$ cat src/design/q2e_pkg.sv
package q2e_pkg;

    localparam int IN_W       = 16;
    localparam int MAT_W      = 35;
    localparam int CRD_W      = 38;
    localparam int ANG_W      = 30;
    localparam int ANG_BITS   = 20;
    localparam int TABLE_LEN  = 24;
    localparam int SQ_W       = 57;
    localparam int SQRT_STEPS = 29;
    localparam int S_W        = 30;
    localparam int UNIT_SHIFT = 28;

    localparam int CORDIC_STAGES_DEF   = 16;
    localparam int ANGLE_FRAC_BITS_DEF = 6;

    localparam logic signed [ANG_W-1:0] Z90 = ANG_W'(90 * (1 << ANG_BITS));

    typedef struct packed {
        logic signed [MAT_W-1:0] a31;
        logic signed [MAT_W-1:0] a33;
        logic signed [MAT_W-1:0] a12;
        logic signed [MAT_W-1:0] a22;
        logic signed [S_W-1:0]   s;
    } q2e_carry_t;

    typedef struct packed {
        logic [SQ_W-1:0] rem;
        logic [SQ_W-1:0] res;
    } q2e_sqrt_t;

    typedef struct packed {
        logic signed [CRD_W-1:0] x;
        logic signed [CRD_W-1:0] y;
        logic signed [ANG_W-1:0] z;
        logic                    zero;
    } q2e_cordic_t;

    // atan(2^-i) in degrees, units of 2^-20
    function automatic logic signed [ANG_W-1:0] atan_tab(input int idx);
        logic signed [ANG_W-1:0] t;
        begin
            case (idx)
                0:  t = ANG_W'(47185920);
                1:  t = ANG_W'(27855475);
                2:  t = ANG_W'(14718068);
                3:  t = ANG_W'(7471121);
                4:  t = ANG_W'(3750058);
                5:  t = ANG_W'(1876857);
                6:  t = ANG_W'(938658);
                7:  t = ANG_W'(469357);
                8:  t = ANG_W'(234682);
                9:  t = ANG_W'(117342);
                10: t = ANG_W'(58671);
                11: t = ANG_W'(29335);
                12: t = ANG_W'(14668);
                13: t = ANG_W'(7334);
                14: t = ANG_W'(3667);
                15: t = ANG_W'(1833);
                16: t = ANG_W'(917);
                17: t = ANG_W'(458);
                18: t = ANG_W'(229);
                19: t = ANG_W'(115);
                20: t = ANG_W'(57);
                21: t = ANG_W'(29);
                22: t = ANG_W'(14);
                23: t = ANG_W'(7);
                default: t = '0;
            endcase
            return t;
        end
    endfunction

    // quarter-turn so the vector lands in the right half-plane
    function automatic q2e_cordic_t prerot(input logic signed [CRD_W-1:0] y,
                                           input logic signed [CRD_W-1:0] x);
        q2e_cordic_t r;
        begin
            r.zero = (x == '0) && (y == '0);
            if (!y[CRD_W-1]) begin
                r.x = y;
                r.y = -x;
                r.z = Z90;
            end else begin
                r.x = -y;
                r.y = x;
                r.z = -Z90;
            end
            return r;
        end
    endfunction

endpackage

$ cat src/design/q2e_sqrt_cell.sv
module q2e_sqrt_cell
    import q2e_pkg::*;
#(
    parameter int BIT_POS = 56
) (
    input  logic       aclk,
    input  logic       ce,
    input  q2e_sqrt_t  sq_in,
    input  q2e_carry_t carry_in,
    output q2e_sqrt_t  sq_out,
    output q2e_carry_t carry_out
);

    localparam logic [SQ_W:0] BIT_V = (SQ_W + 1)'(1) << BIT_POS;

    q2e_sqrt_t  sq_reg, sq_next;
    q2e_carry_t carry_reg;
    logic [SQ_W:0] trial;

    always_comb begin
        trial = {1'b0, sq_in.res} + BIT_V;
        if ({1'b0, sq_in.rem} >= trial) begin
            sq_next.rem = SQ_W'({1'b0, sq_in.rem} - trial);
            sq_next.res = SQ_W'({2'b00, sq_in.res[SQ_W-1:1]} + BIT_V);
        end else begin
            sq_next.rem = sq_in.rem;
            sq_next.res = {1'b0, sq_in.res[SQ_W-1:1]};
        end
    end

    always_ff @(posedge aclk) begin
        if (ce) begin
            sq_reg    <= sq_next;
            carry_reg <= carry_in;
        end
    end

    assign sq_out    = sq_reg;
    assign carry_out = carry_reg;

endmodule

$ cat config.mk
export PLATFORM = sky130hd
export DESIGN_NAME = q2e_sqrt_cell
export DESIGN_NICKNAME = d
export VERILOG_FILES = /design/src/design/q2e_pkg.sv /design/src/design/q2e_sqrt_cell.sv
export SDC_FILE = /design/constraint.sdc
export NUM_CORES = 1
export LEC_CHECK = 0
export ABC_AREA = 1
export BUFFER_PORTS_ARGS = -buffer_cell sky130_fd_sc_hd__buf_4
export CORE_AREA = 2 2 222 224
export DETAILED_ROUTE_END_ITERATION = 12
export DIE_AREA = 0 0 224 226
export SYNTH_ARGS = -nofsm -noshare
export SYNTH_HDL_FRONTEND = slang
export SYNTH_SLANG_ARGS = --single-unit
$ cat constraint.sdc
create_clock -name aclk -period 5 [get_ports aclk]
set_clock_uncertainty 0.1 [all_clocks]
set_input_delay 1.25 -clock aclk [delete_from_list [all_inputs] [get_ports aclk]]
set_output_delay 1.25 -clock aclk [all_outputs]
set_load 0.03 [all_outputs]
# Yosys cells after proc, flatten, opt, wreduce, memory -nomap -nowiden
# Index checks and enable logic that the tools add are counted.
dict set report totals {
  inputBits 286
  ff_bits 284
  wordCells 13
}
dict set report classes {
  magnitude_cmp 1
  n_mux 1
  n_addsub 3
}
# cell n
set ops {}
lappend ops {{114-bit 2-to-1 mux} 1}
lappend ops {{57-bit by 57-bit adder with 58-bit output, second input constant} 1}
lappend ops {{57-bit by 58-bit greater-or-equal comparator with 1-bit output} 1}
lappend ops {{56-bit by 57-bit adder with 57-bit output, second input constant} 1}
lappend ops {{57-bit subtractor} 1}

# Depth between registers and ports, before layout
dict set report depth {
  word_depth 3
  mapped_depth 16
}

# Worst setup path before layout
# No wires, ideal clock.
dict set report synth_timing {
  kind {input to register}
  startpoint {input sq_in[57] (netlist bit)}
  endpoint {register sq_reg (netlist bit sq_out[107]), data pin}
  path_stages 14
  path_buffers 2
  t_arrival_ns 2.838
  setup_time_ns 0.253
  slack_ns 1.809
  path_cell_list {inv_1 > ha_1 > inv_1 > fa_1 > nand3_1 > nand3_2 > nand2_1 > nand3_2 > nand2_1 > nand3_2 > buf_6 > buf_6 > nand3_1 > nand2_1}
}
# element line_no
set synth_rtl {}
lappend synth_rtl {{start, declared} q2e_sqrt_cell.sv:8} ;# input q2e_sqrt_t sq_in,
lappend synth_rtl {{end signal, assigned} q2e_sqrt_cell.sv:33} ;# sq_reg <= sq_next;
lappend synth_rtl {{end, declared} q2e_sqrt_cell.sv:16} ;# q2e_sqrt_t sq_reg, sq_next;

==> run summary <==
WL per Instance -> 20.7 um
Root Buffer Master -> clkbuf_16
H-tree depth reported by CTS -> 2
GRT Overall Usage -> 22.8%
Die W -> 224 um
Setup ws final -> 1.46 ns
# Post-CTS Setup Buffers -> 0
EDFF count, synth -> 284
Fill cell count -> 4,826
Post-Route WL -> 59.8 mm
Hold_ws -> 0.777 ns
Max VDD drop -> 0.000217 V
Cell area after layout -> 21,000 sq um
Synthesized area -> 14,900 sq um
Tot Pwr -> 7.15 mW
Syn nets -> 1,997
Clock Sinks -> 284
Post-synthesis register bit count -> 284
Synth top area cells -> edfxtp_1, nand2_1, inv_1
Critical path depth -> 13
CP max FO -> 17
Register area share after synthesis -> 57.3%
Clk pin slew, worst setup/hold paths -> 0.06 ns
Synth top area share -> 57.3%
Max_slew headroom -> 40.6%
IO buf count -> 569
CTS Buffer Depth -> 3
CP Buf/Inv Count -> 3
Row Count -> 81
Mapped Cells -> 1,652
CP endpoint -> sq_out[88]
Pre-CTS WS -> 0.821 ns
Full die area -> 50,600 sq um
First-pass GRT wire length -> 83.4 mm
Routed vias/inst -> 4.50
Crit. End Element -> flop
CP delay by family, top -> simple AND/OR/NAND/NOR gates
Critical path arrival -> 3.73 ns
Vias in the first global route -> 13,000
Initial Util -> 30.8%
Least-Margin Pin Slew -> 0.891 ns
Synthesis-to-layout area growth -> 41.2%
Hold WC Path Type -> in -> reg
Top cell type by total area after synthesis -> edfxtp_1
CTS Hold Bufs -> 0
Max-cap violation count -> 0
Clock period minus final worst setup slack -> 3.54 ns
Final Util -> 43.5%
CTS tree -> yes
Pre-Repair DR Iteration Count -> 7
Largest net degree at the start of global routing -> 102
I/O pins -> 570
DRC violation count after routing -> 0
Final #Nets -> 2,595
# setup viols final -> 0
Outcome -> finished clean
Placer Congestion -> 0.908
Leakage -> 10.5 nW
DP Area -> 19,900 sq um
CORE AREA -> 48,300 sq um
Via count -> 13,000
Crit path launch -> sq_in[11]
Overflow after GRT -> 0
Cts bufs inserted -> 34
CP most frequent cell -> nand2_1
Die H -> 226 um
Crit share post-route -> 70.8%
Layout cells sized above 1 -> 29.9%
Synth unique cells -> 34
Placed wire-length estimate -> 49.6 mm
FFs w/ async S/R, synth -> 0%
Syn_area_per_cell -> 9.00 sq um
Antenna Nets Post-Route -> 0
Startpoint Class -> input pin
Number of synthesis warnings -> 0
CP max stage delay -> 0.53 ns
Endpoints failing hold -> 0
RSZ-0062 raised after global routing -> false
Max Freq -> 283 MHz
Setup tns final -> 0 ns
Slew Limit Fails -> 0
Slowest CP cell -> nand3_1
Initial antenna violation count -> 12
Crit Path Class -> in -> reg
Post-Layout Cell Count -> 2,893
Initial drt markers -> 732
ANT cells -> 0
Placed cells -> 2,836
# resized after CTS -> 0
Ys flop type -> edfxtp_1
CP Cell Sequence -> buf_4 > inv_1 > ha_1 > nand2_1 > nor2_1 > nand2_1 > nor2_1 > nand2_1 > nand3_2 > nand3_1 > buf_4 > nand3_1 > nand2_1
Required @ worst endpoint -> 5.19 ns
Power per cell area -> 340 nW/um^2
[placed cells by master, fill, tap and decap left out, types with 13 or more instances in the layout]
master     synthesis  layout
clkbuf_16          0      34
nand3_2           13      13
o21ai_1           20      20
inv_1            347     347
buf_4              1     572
ha_1              58      58
nand2_1          577     577
nor2_1            93      93
inv_2             16      16
a21oi_1           28      28
nand3b_1          15      15
nand4_1           13      13
nand3_1           80      80
edfxtp_1         284     284
xor2_1            29      29
[per-layer routing]
layer	GRT usage (%)	vias up	share of wire, %	wire (um)
met3	6.27	108	6.9	4140
met4	8.65	24	3.6	2160
met2	41.4	449	51	30600
met5	0	-	0.25	152
li1	-	6402	-	-
met1	25.5	6023	38	22800
[registers in the layout (all words and copies together), names as in the netlist]
name       flops
carry_out    170
sq_out       114
[Yosys cell counts (2+ instances only)]
cell and count:
nand2_1 577, inv_1 347, nor4_1 2, ha_1 58, nand3_1 80, o21ai_1 20
nand2_2 7, and2_1 7, nor2_2 11, inv_2 16, nand3b_1 15, nor3_1 9
buf_6 6, nand4_1 13, or2_2 2, o21ai_0 11, and3_1 3, buf_2 4
xor2_1 29, clkbuf_1 4, edfxtp_1 284, nor3_2 4, a21oi_1 28, nand3_2 13
nor2_1 93
[cell families (layout without fill, tap and decap cells)]
kind of cell | after synthesis | count (layout) | share of synthesized area, %
xor+xnor | 29 | 29 | 1.71
flops | 284 | 284 | 57.3
compound gates | 63 | 63 | 2.20
buf+inv | 379 | 998 | 9.93
fa+ha+maj | 59 | 59 | 5.01
simple gates | 838 | 838 | 23.8
[worst min path at each step]
stage	from	endpoint	slack [ns]	cells after the start
detailed placement	carry_in[26]	carry_out[26]	1.33	1
finish	carry_in[135]	carry_out[135]	0.78	1
CTS	carry_in[135]	carry_out[135]	0.75	1
global route	carry_in[166]	carry_out[166]	0.76	1
global placement	carry_in[117]	carry_out[117]	1.33	1
floorplan	carry_in[0]	carry_out[0]	1.25	0
[power breakdown]
group	leakage, nW	total, mW	switching, mW	internal [mW]
combinational	7.21	1.76	1.15	0.615
clock	0.524	2.45	1.00	1.45
sequential	2.78	2.93	0.0670	2.86
[layout make-up]
class	instances	area, sq um	share of cell area (%)
flip-flops and latches	284	8530	40.6
multi-input cells	989	4870	23.2
repair buffers	577	4390	20.9
inverters	364	1370	6.50
clock buffers	37	862	4.10
well taps	622	778	3.70
clock inverters	20	215	1.02
No activity file was read; power rests on OpenSTA's default activity.
