--- config.mk ---
export PLATFORM = sky130hd
export DESIGN_NAME = q2e_cordic_cell
export DESIGN_NICKNAME = d
export VERILOG_FILES = /design/src/design/q2e_pkg.sv /design/src/design/q2e_cordic_cell.sv
export SDC_FILE = /design/constraint.sdc
export NUM_CORES = 1
export LEC_CHECK = 0
export BUFFER_PORTS_ARGS = -buffer_cell sky130_fd_sc_hd__buf_2
export CAP_MARGIN = 10
export CORE_UTILIZATION = 50
export CTS_BUF_LIST = sky130_fd_sc_hd__clkbuf_4
export CTS_CLUSTER_DIAMETER = 120
export CTS_CLUSTER_SIZE = 25
export DETAILED_ROUTE_END_ITERATION = 7
export PLACE_DENSITY = 0.74
export SLEW_MARGIN = 5
export SYNTH_ARGS = -nofsm -noshare
export SYNTH_HDL_FRONTEND = slang
export SYNTH_SLANG_ARGS = --single-unit
--- constraint.sdc ---
create_clock -name aclk -period 6.8 [get_ports aclk]
set_input_delay 1.36 -clock aclk [delete_from_list [all_inputs] [get_ports aclk]]
set_output_delay 1.36 -clock aclk [all_outputs]
set_load 0.01 [all_outputs]
--- src/design/q2e_pkg.sv ---
package q2e_pkg;

    localparam int IN_W       = 16;
    localparam int MAT_W      = 35;
    localparam int CRD_W      = 38;
    localparam int ANG_W      = 30;
    localparam int ANG_BITS   = 20;
    localparam int TABLE_LEN  = 24;
    localparam int SQ_W       = 57;
    localparam int SQRT_STEPS = 29;
    localparam int S_W        = 30;
    localparam int UNIT_SHIFT = 28;

    localparam int CORDIC_STAGES_DEF   = 16;
    localparam int ANGLE_FRAC_BITS_DEF = 6;

    localparam logic signed [ANG_W-1:0] Z90 = ANG_W'(90 * (1 << ANG_BITS));

    typedef struct packed {
        logic signed [MAT_W-1:0] a31;
        logic signed [MAT_W-1:0] a33;
        logic signed [MAT_W-1:0] a12;
        logic signed [MAT_W-1:0] a22;
        logic signed [S_W-1:0]   s;
    } q2e_carry_t;

    typedef struct packed {
        logic [SQ_W-1:0] rem;
        logic [SQ_W-1:0] res;
    } q2e_sqrt_t;

    typedef struct packed {
        logic signed [CRD_W-1:0] x;
        logic signed [CRD_W-1:0] y;
        logic signed [ANG_W-1:0] z;
        logic                    zero;
    } q2e_cordic_t;

    // atan(2^-i) in degrees, units of 2^-20
    function automatic logic signed [ANG_W-1:0] atan_tab(input int idx);
        logic signed [ANG_W-1:0] t;
        begin
            case (idx)
                0:  t = ANG_W'(47185920);
                1:  t = ANG_W'(27855475);
                2:  t = ANG_W'(14718068);
                3:  t = ANG_W'(7471121);
                4:  t = ANG_W'(3750058);
                5:  t = ANG_W'(1876857);
                6:  t = ANG_W'(938658);
                7:  t = ANG_W'(469357);
                8:  t = ANG_W'(234682);
                9:  t = ANG_W'(117342);
                10: t = ANG_W'(58671);
                11: t = ANG_W'(29335);
                12: t = ANG_W'(14668);
                13: t = ANG_W'(7334);
                14: t = ANG_W'(3667);
                15: t = ANG_W'(1833);
                16: t = ANG_W'(917);
                17: t = ANG_W'(458);
                18: t = ANG_W'(229);
                19: t = ANG_W'(115);
                20: t = ANG_W'(57);
                21: t = ANG_W'(29);
                22: t = ANG_W'(14);
                23: t = ANG_W'(7);
                default: t = '0;
            endcase
            return t;
        end
    endfunction

    // quarter-turn so the vector lands in the right half-plane
    function automatic q2e_cordic_t prerot(input logic signed [CRD_W-1:0] y,
                                           input logic signed [CRD_W-1:0] x);
        q2e_cordic_t r;
        begin
            r.zero = (x == '0) && (y == '0);
            if (!y[CRD_W-1]) begin
                r.x = y;
                r.y = -x;
                r.z = Z90;
            end else begin
                r.x = -y;
                r.y = x;
                r.z = -Z90;
            end
            return r;
        end
    endfunction

endpackage

--- src/design/q2e_cordic_cell.sv ---
module q2e_cordic_cell
    import q2e_pkg::*;
#(
    parameter int IDX = 0
) (
    input  logic        aclk,
    input  logic        ce,
    input  q2e_cordic_t c_in,
    output q2e_cordic_t c_out
);

    localparam logic signed [ANG_W-1:0] T_I = atan_tab(IDX);

    q2e_cordic_t c_reg, c_next;
    logic signed [CRD_W-1:0] xs, ys;

    always_comb begin
        xs          = c_in.x >>> IDX;
        ys          = c_in.y >>> IDX;
        c_next.zero = c_in.zero;
        if (!c_in.y[CRD_W-1]) begin
            c_next.x = c_in.x + ys;
            c_next.y = c_in.y - xs;
            c_next.z = c_in.z + T_I;
        end else begin
            c_next.x = c_in.x - ys;
            c_next.y = c_in.y + xs;
            c_next.z = c_in.z - T_I;
        end
    end

    always_ff @(posedge aclk) begin
        if (ce) begin
            c_reg <= c_next;
        end
    end

    assign c_out = c_reg;

endmodule

[Yosys cells after proc, flatten, opt, wreduce, memory -nomap -nowiden]
Index checks and enable logic that the tools add are counted.
Operators by class
  mux-type cells: 1
  add/sub/neg operators: 5
Operator list (count)
  two-way mux 106 bit: 1
  subtractor 38 bit: 2
  adder 38 bit: 1
  adder 30 x 27 -> 30 bit (second input constant): 1
  subtractor 30 x 27 -> 30 bit (second input constant): 1
Word-level totals
  bits of input ports: 109
  register bits: 107
  word-level logic and storage cells: 10
  output and inout port bits: 107

[Longest topological paths before layout]
  depth in word-level cells: 2
  depth in mapped cells: 13
  mapped depth without buffers: 12

[Least setup slack after synthesis]
No wires, ideal clock.
  path type: in2reg
  start point: in c_in[39] (netlist name)
  end point: reg c_reg (netlist bit c_out[106]), data pin
  data required time: 6.662 ns
  stages on the path: 11
  data arrival time: 3.899 ns
  setup slack: 2.763 ns
  path buffers: 0
  cells stage by stage: inv_1 ha_1 or4_1 or3_4 a21oi_4 o2111ai_2 a21oi_2 o21a_2 a21oi_2 or4_1 nand4_1
RTL lines
  start, declared: line q2e_cordic_cell.sv:8  | input q2e_cordic_t c_in,
  end signal, assigned: line q2e_cordic_cell.sv:34  | c_reg <= c_next;
  end, declared: line q2e_cordic_cell.sv:14  | q2e_cordic_t c_reg, c_next;

==> PnR_summary.wiki <==
{| class="wikitable"
! Metric !! Value
|-
| Number of routed nets with antenna violations || 0
|-
| Die outline area || 21,600 um2
|-
| FF+latch count, synth || 106
|-
| Largest net degree at the start of global routing || 69
|-
| Biggest area contributors in the synthesized netlist || sky130_fd_sc_hd__edfxtp_1, sky130_fd_sc_hd__ha_1, sky130_fd_sc_hd__a21oi_1, sky130_fd_sc_hd__xnor2_1, sky130_fd_sc_hd__inv_1
|-
| Die Wd || 147 um
|-
| Postcts setup bufs || 0
|-
| Post-route clock period utilization || 65.6%
|-
| Relative contribution of sequential cells to total power || 41.8%
|-
| Cts hold-fix bufs || 0
|-
| Buf/Inv on CP || 2
|-
| Number of distinct library cells after synthesis || 75
|-
| Fraction of the mapped netlist area in compound gates || 24.9%
|-
| TritonCTS clock tree || done
|-
| Critical path arrival || 4.75 ns
|-
| Syn avg cell area || 8.43 um2
|-
| Seq/Total Area, Yosys || 30.2%
|-
| Total Negative Setup Slacks || 0 ns
|-
| Main combinational cell family by area after synthesis || compound AO/OA/AOI/OAI gates
|-
| CP Data Required Time || 7.10 ns
|-
| Combined area of all synthesized cells || 10,500 um2
|-
| First-pass iteration count of the detailed router || 7
|-
| Clock slew at the register clock pins of the worst setup and hold paths || 0.20 ns
|-
| Total nets after synthesis || 1,491
|-
| Overall track demand over capacity in global routing || 29.6%
|-
| Power per standard cell area || 177 nW/um2
|-
| Clock period minus final worst setup slack || 4.46 ns
|-
| Final estimated routing congestion in global placement || 1.01
|-
| Hold WC Path Type || in -> reg
|-
| Synth async-reset ratio || 0%
|-
| Largest register FFs || 106
|-
| Library cell with the largest summed area after synthesis || sky130_fd_sc_hd__edfxtp_1
|-
| Static Leak || 0.00537 uW
|-
| First-pass GRT wire length || 50,700 um
|-
| Post-synthesis share of cell area spent on and, or, nand and nor gates || 13.9%
|-
| Post-synthesis adder-cell area fraction || 16.0%
|-
| Clock root buffer || sky130_fd_sc_hd__clkbuf_4
|-
| Top flip-flop cell by instance count after synthesis || sky130_fd_sc_hd__edfxtp_1
|-
| Start point of the critical path || c_in[33]
|-
| Count of standard-cell rows || 52
|-
| Cell family with most CP delay || compound AO/OA/AOI/OAI gates
|-
| Buffers on Ports || 215
|-
| Area of the core region || 20,400 um2
|-
| WHS || 1.04 ns
|-
| Post-synth EDFFs || 106
|-
| Fraction of synthesized cell area taken by the top area cell type || 30.2%
|-
| Synth-to-layout area growth || 12.7%
|-
| Number of maximum-capacitance constraint violations || 0
|-
| Critical Path Fanout Max || 9
|-
| Maximum single-stage delay on the critical path || 0.64 ns
|-
| Synth Instances || 1,250
|-
| Violation count after the first detailed-routing iteration || 1,354
|-
| Resized cells post-CTS || 0
|-
| Yosys synthesis warning count || 0
|-
| Top Ports || 216
|-
| Via count of the first global-routing pass || 9,462
|-
| Power dissipated by switching net loads || 835 uW
|-
| Mux cell area share after synthesis || 2.01%
|-
| Total Nets Final || 1,668
|-
| Min-Delay Startpoint || c_in[10]
|-
| Slowest-stage cell, CP || sky130_fd_sc_hd__a311oi_1
|-
| Detail Placement HPWL || 25,400 um
|-
| Series of cell instances along the critical path || buf_2, inv_1, ha_1, nor2b_1, o31a_1, o22ai_1, nor2_1, or4_1, a311oi_1, a32o_1, a21oi_1, xnor2_1
|-
| Portion of total power attributed to combinational logic || 43.7%
|-
| Xor-xnor portion of the synthesized cell area || 6.40%
|-
| Startpoint Class || primary input
|-
| Overall die height || 147 um
|-
| Maximum count of clock buffers along a single path || 2
|-
| H-tree levels || 3
|-
| Net Sw Frac || 39.7%
|-
| Post-detailed-routing wire length || 32,700 um
|-
| Measured slew at the worst slew-check pin || 0.825 ns
|-
| Worst slew slack as a fraction of its limit || 45.0%
|-
| Starting density of the core || 51.5%
|-
| Peak supply drop || 77.8 uV
|-
| Pins over their slew limit || 0
|-
| Initial antenna violation count || 1
|-
| Leftover overflow at the end of global routing || 0
|-
| PnR Total Power || 2100 uW
|-
| Unrepaired setup endpoints after global routing || false
|-
| Number of clock sinks || 106
|-
| Worst Setup Slack, final || 2.34 ns
|-
| Cell internal pwr || 1270 uW
|-
| Worst slack at placement || 1.89 ns
|-
| Maximum clock frequency || 224 MHz
|-
| Fraction of final layout cells with drive strength greater than 1 || 18.0%
|-
| Part of the total power dissipated in the clock network || 14.4%
|-
| Clock buffer count from CTS || 9
|-
| Run status || complete, no violations
|-
| Element type at the critical path end || flip-flop
|-
| # setup viols final || 0
|-
| Setup CP Type || in -> reg
|-
| Detail-routed net length per standard cell || 19.2 um
|-
| Vias/cell || 6.07
|-
| Remaining DRCs || 0
|-
| Endpoints failing hold || 0
|-
| Total vias in the final route || 10,313
|}
## layer usage
metal	share of wire, %	track usage [%]	vias to the layer above
met5	0	0	-
met4	2.5	8.09	0
met3	9.5	4.01	72
met2	45	47.1	672
met1	43	42.1	4755
li1	-	-	4814
## stage by stage
step / std cells / area [um2] / util, %
6_report: 1700 / 11900 / 58.1
5_1_grt: 1700 / 11900 / 58.1
3_5_place_dp: 1686 / 11800 / 57.6
4_1_cts: 1699 / 11900 / 58.1
3_3_place_gp: 1686 / 11800 / 57.6
2_1_floorplan: 1250 / 10500 / -
## placed cells by master (no fill, tap or decap), types with 5 or more instances in the layout
| cell | n |
|---|---|
| sky130_fd_sc_hd__o211ai_1 | 12 |
| sky130_fd_sc_hd__inv_2 | 11 |
| sky130_fd_sc_hd__xor2_1 | 5 |
| sky130_fd_sc_hd__o21ai_1 | 14 |
| sky130_fd_sc_hd__and3_1 | 15 |
| sky130_fd_sc_hd__o22ai_1 | 5 |
| sky130_fd_sc_hd__nand3_1 | 21 |
| sky130_fd_sc_hd__o31ai_1 | 21 |
| sky130_fd_sc_hd__edfxtp_1 | 106 |
| sky130_fd_sc_hd__clkbuf_4 | 9 |
| sky130_fd_sc_hd__and2_1 | 6 |
| sky130_fd_sc_hd__o21ai_0 | 57 |
| sky130_fd_sc_hd__a21oi_1 | 160 |
| sky130_fd_sc_hd__xnor2_1 | 72 |
| sky130_fd_sc_hd__nor2_1 | 110 |
| sky130_fd_sc_hd__nand2_1 | 76 |
| sky130_fd_sc_hd__buf_2 | 214 |
| sky130_fd_sc_hd__mux2i_1 | 20 |
| sky130_fd_sc_hd__ha_1 | 128 |
| sky130_fd_sc_hd__nand2b_1 | 10 |
| sky130_fd_sc_hd__inv_1 | 120 |
| sky130_fd_sc_hd__a21o_1 | 24 |
| sky130_fd_sc_hd__or3_1 | 5 |
| sky130_fd_sc_hd__nor2b_1 | 16 |
| sky130_fd_sc_hd__nor3_1 | 23 |
| sky130_fd_sc_hd__a221oi_1 | 7 |
| sky130_fd_sc_hd__a211oi_1 | 8 |
| sky130_fd_sc_hd__nand4_1 | 11 |
| sky130_fd_sc_hd__a31oi_1 | 15 |
| sky130_fd_sc_hd__o21bai_1 | 29 |
| sky130_fd_sc_hd__o21a_1 | 12 |
| sky130_fd_sc_hd__nor4_1 | 9 |
## area by class of cell
class                   count  area (um2)
well taps                 270         338
multi-input cells         960        6650
flip-flops and latches    106        3180
clock buffers               9        67.6
clock inverters             4        30.0
fillers                  1880        8560
diodes                      1        2.50
inverters                 132         495
repair buffers            218        1100
## final timing paths
| kind | endpoint | slack (ns) | cells after the start |
|---|---|---|---|
| setup / recovery | c_out[61] | 2.34 | 12 |
| hold / removal | c_out[10] | 1.04 | 1 |
## cells in the mapped netlist (5+ instances only)
cell / instances
sky130_fd_sc_hd__a211oi_1: 8
sky130_fd_sc_hd__a21o_1: 24
sky130_fd_sc_hd__a21oi_1: 160
sky130_fd_sc_hd__a221oi_1: 7
sky130_fd_sc_hd__a31oi_1: 15
sky130_fd_sc_hd__and2_1: 6
sky130_fd_sc_hd__and3_1: 15
sky130_fd_sc_hd__buf_1: 6
sky130_fd_sc_hd__clkbuf_1: 44
sky130_fd_sc_hd__edfxtp_1: 106
sky130_fd_sc_hd__ha_1: 128
sky130_fd_sc_hd__inv_1: 120
sky130_fd_sc_hd__inv_2: 10
sky130_fd_sc_hd__mux2i_1: 20
sky130_fd_sc_hd__nand2_1: 76
sky130_fd_sc_hd__nand2b_1: 10
sky130_fd_sc_hd__nand3_1: 21
sky130_fd_sc_hd__nand4_1: 11
sky130_fd_sc_hd__nor2_1: 110
sky130_fd_sc_hd__nor2b_1: 16
sky130_fd_sc_hd__nor3_1: 23
sky130_fd_sc_hd__nor4_1: 9
sky130_fd_sc_hd__o211ai_1: 12
sky130_fd_sc_hd__o21a_1: 12
sky130_fd_sc_hd__o21ai_0: 57
sky130_fd_sc_hd__o21ai_1: 14
sky130_fd_sc_hd__o21bai_1: 29
sky130_fd_sc_hd__o22ai_1: 5
sky130_fd_sc_hd__o31ai_1: 21
sky130_fd_sc_hd__or3_1: 5
sky130_fd_sc_hd__xnor2_1: 72
sky130_fd_sc_hd__xor2_1: 5
## kinds of logic after synthesis
family                   Yosys count
AO/OA/AOI/OAI                    416
XOR/XNOR                          77
adder cells (fa/ha/maj)          132
buffers and inverters            184
flip-flops                       106
multiplexers                      21
AND/OR/NAND/NOR                  314
## power groups by stage
stage	sequential, uW	clock [uW]	combinational [uW]
after floorplan	946	0	532
after global placement	895	0	894
after detailed placement	896	0	900
after CTS	881	310	905
after global routing	888	330	996
final	880	304	920
Note: power is estimated with default switching activity, not from simulation.
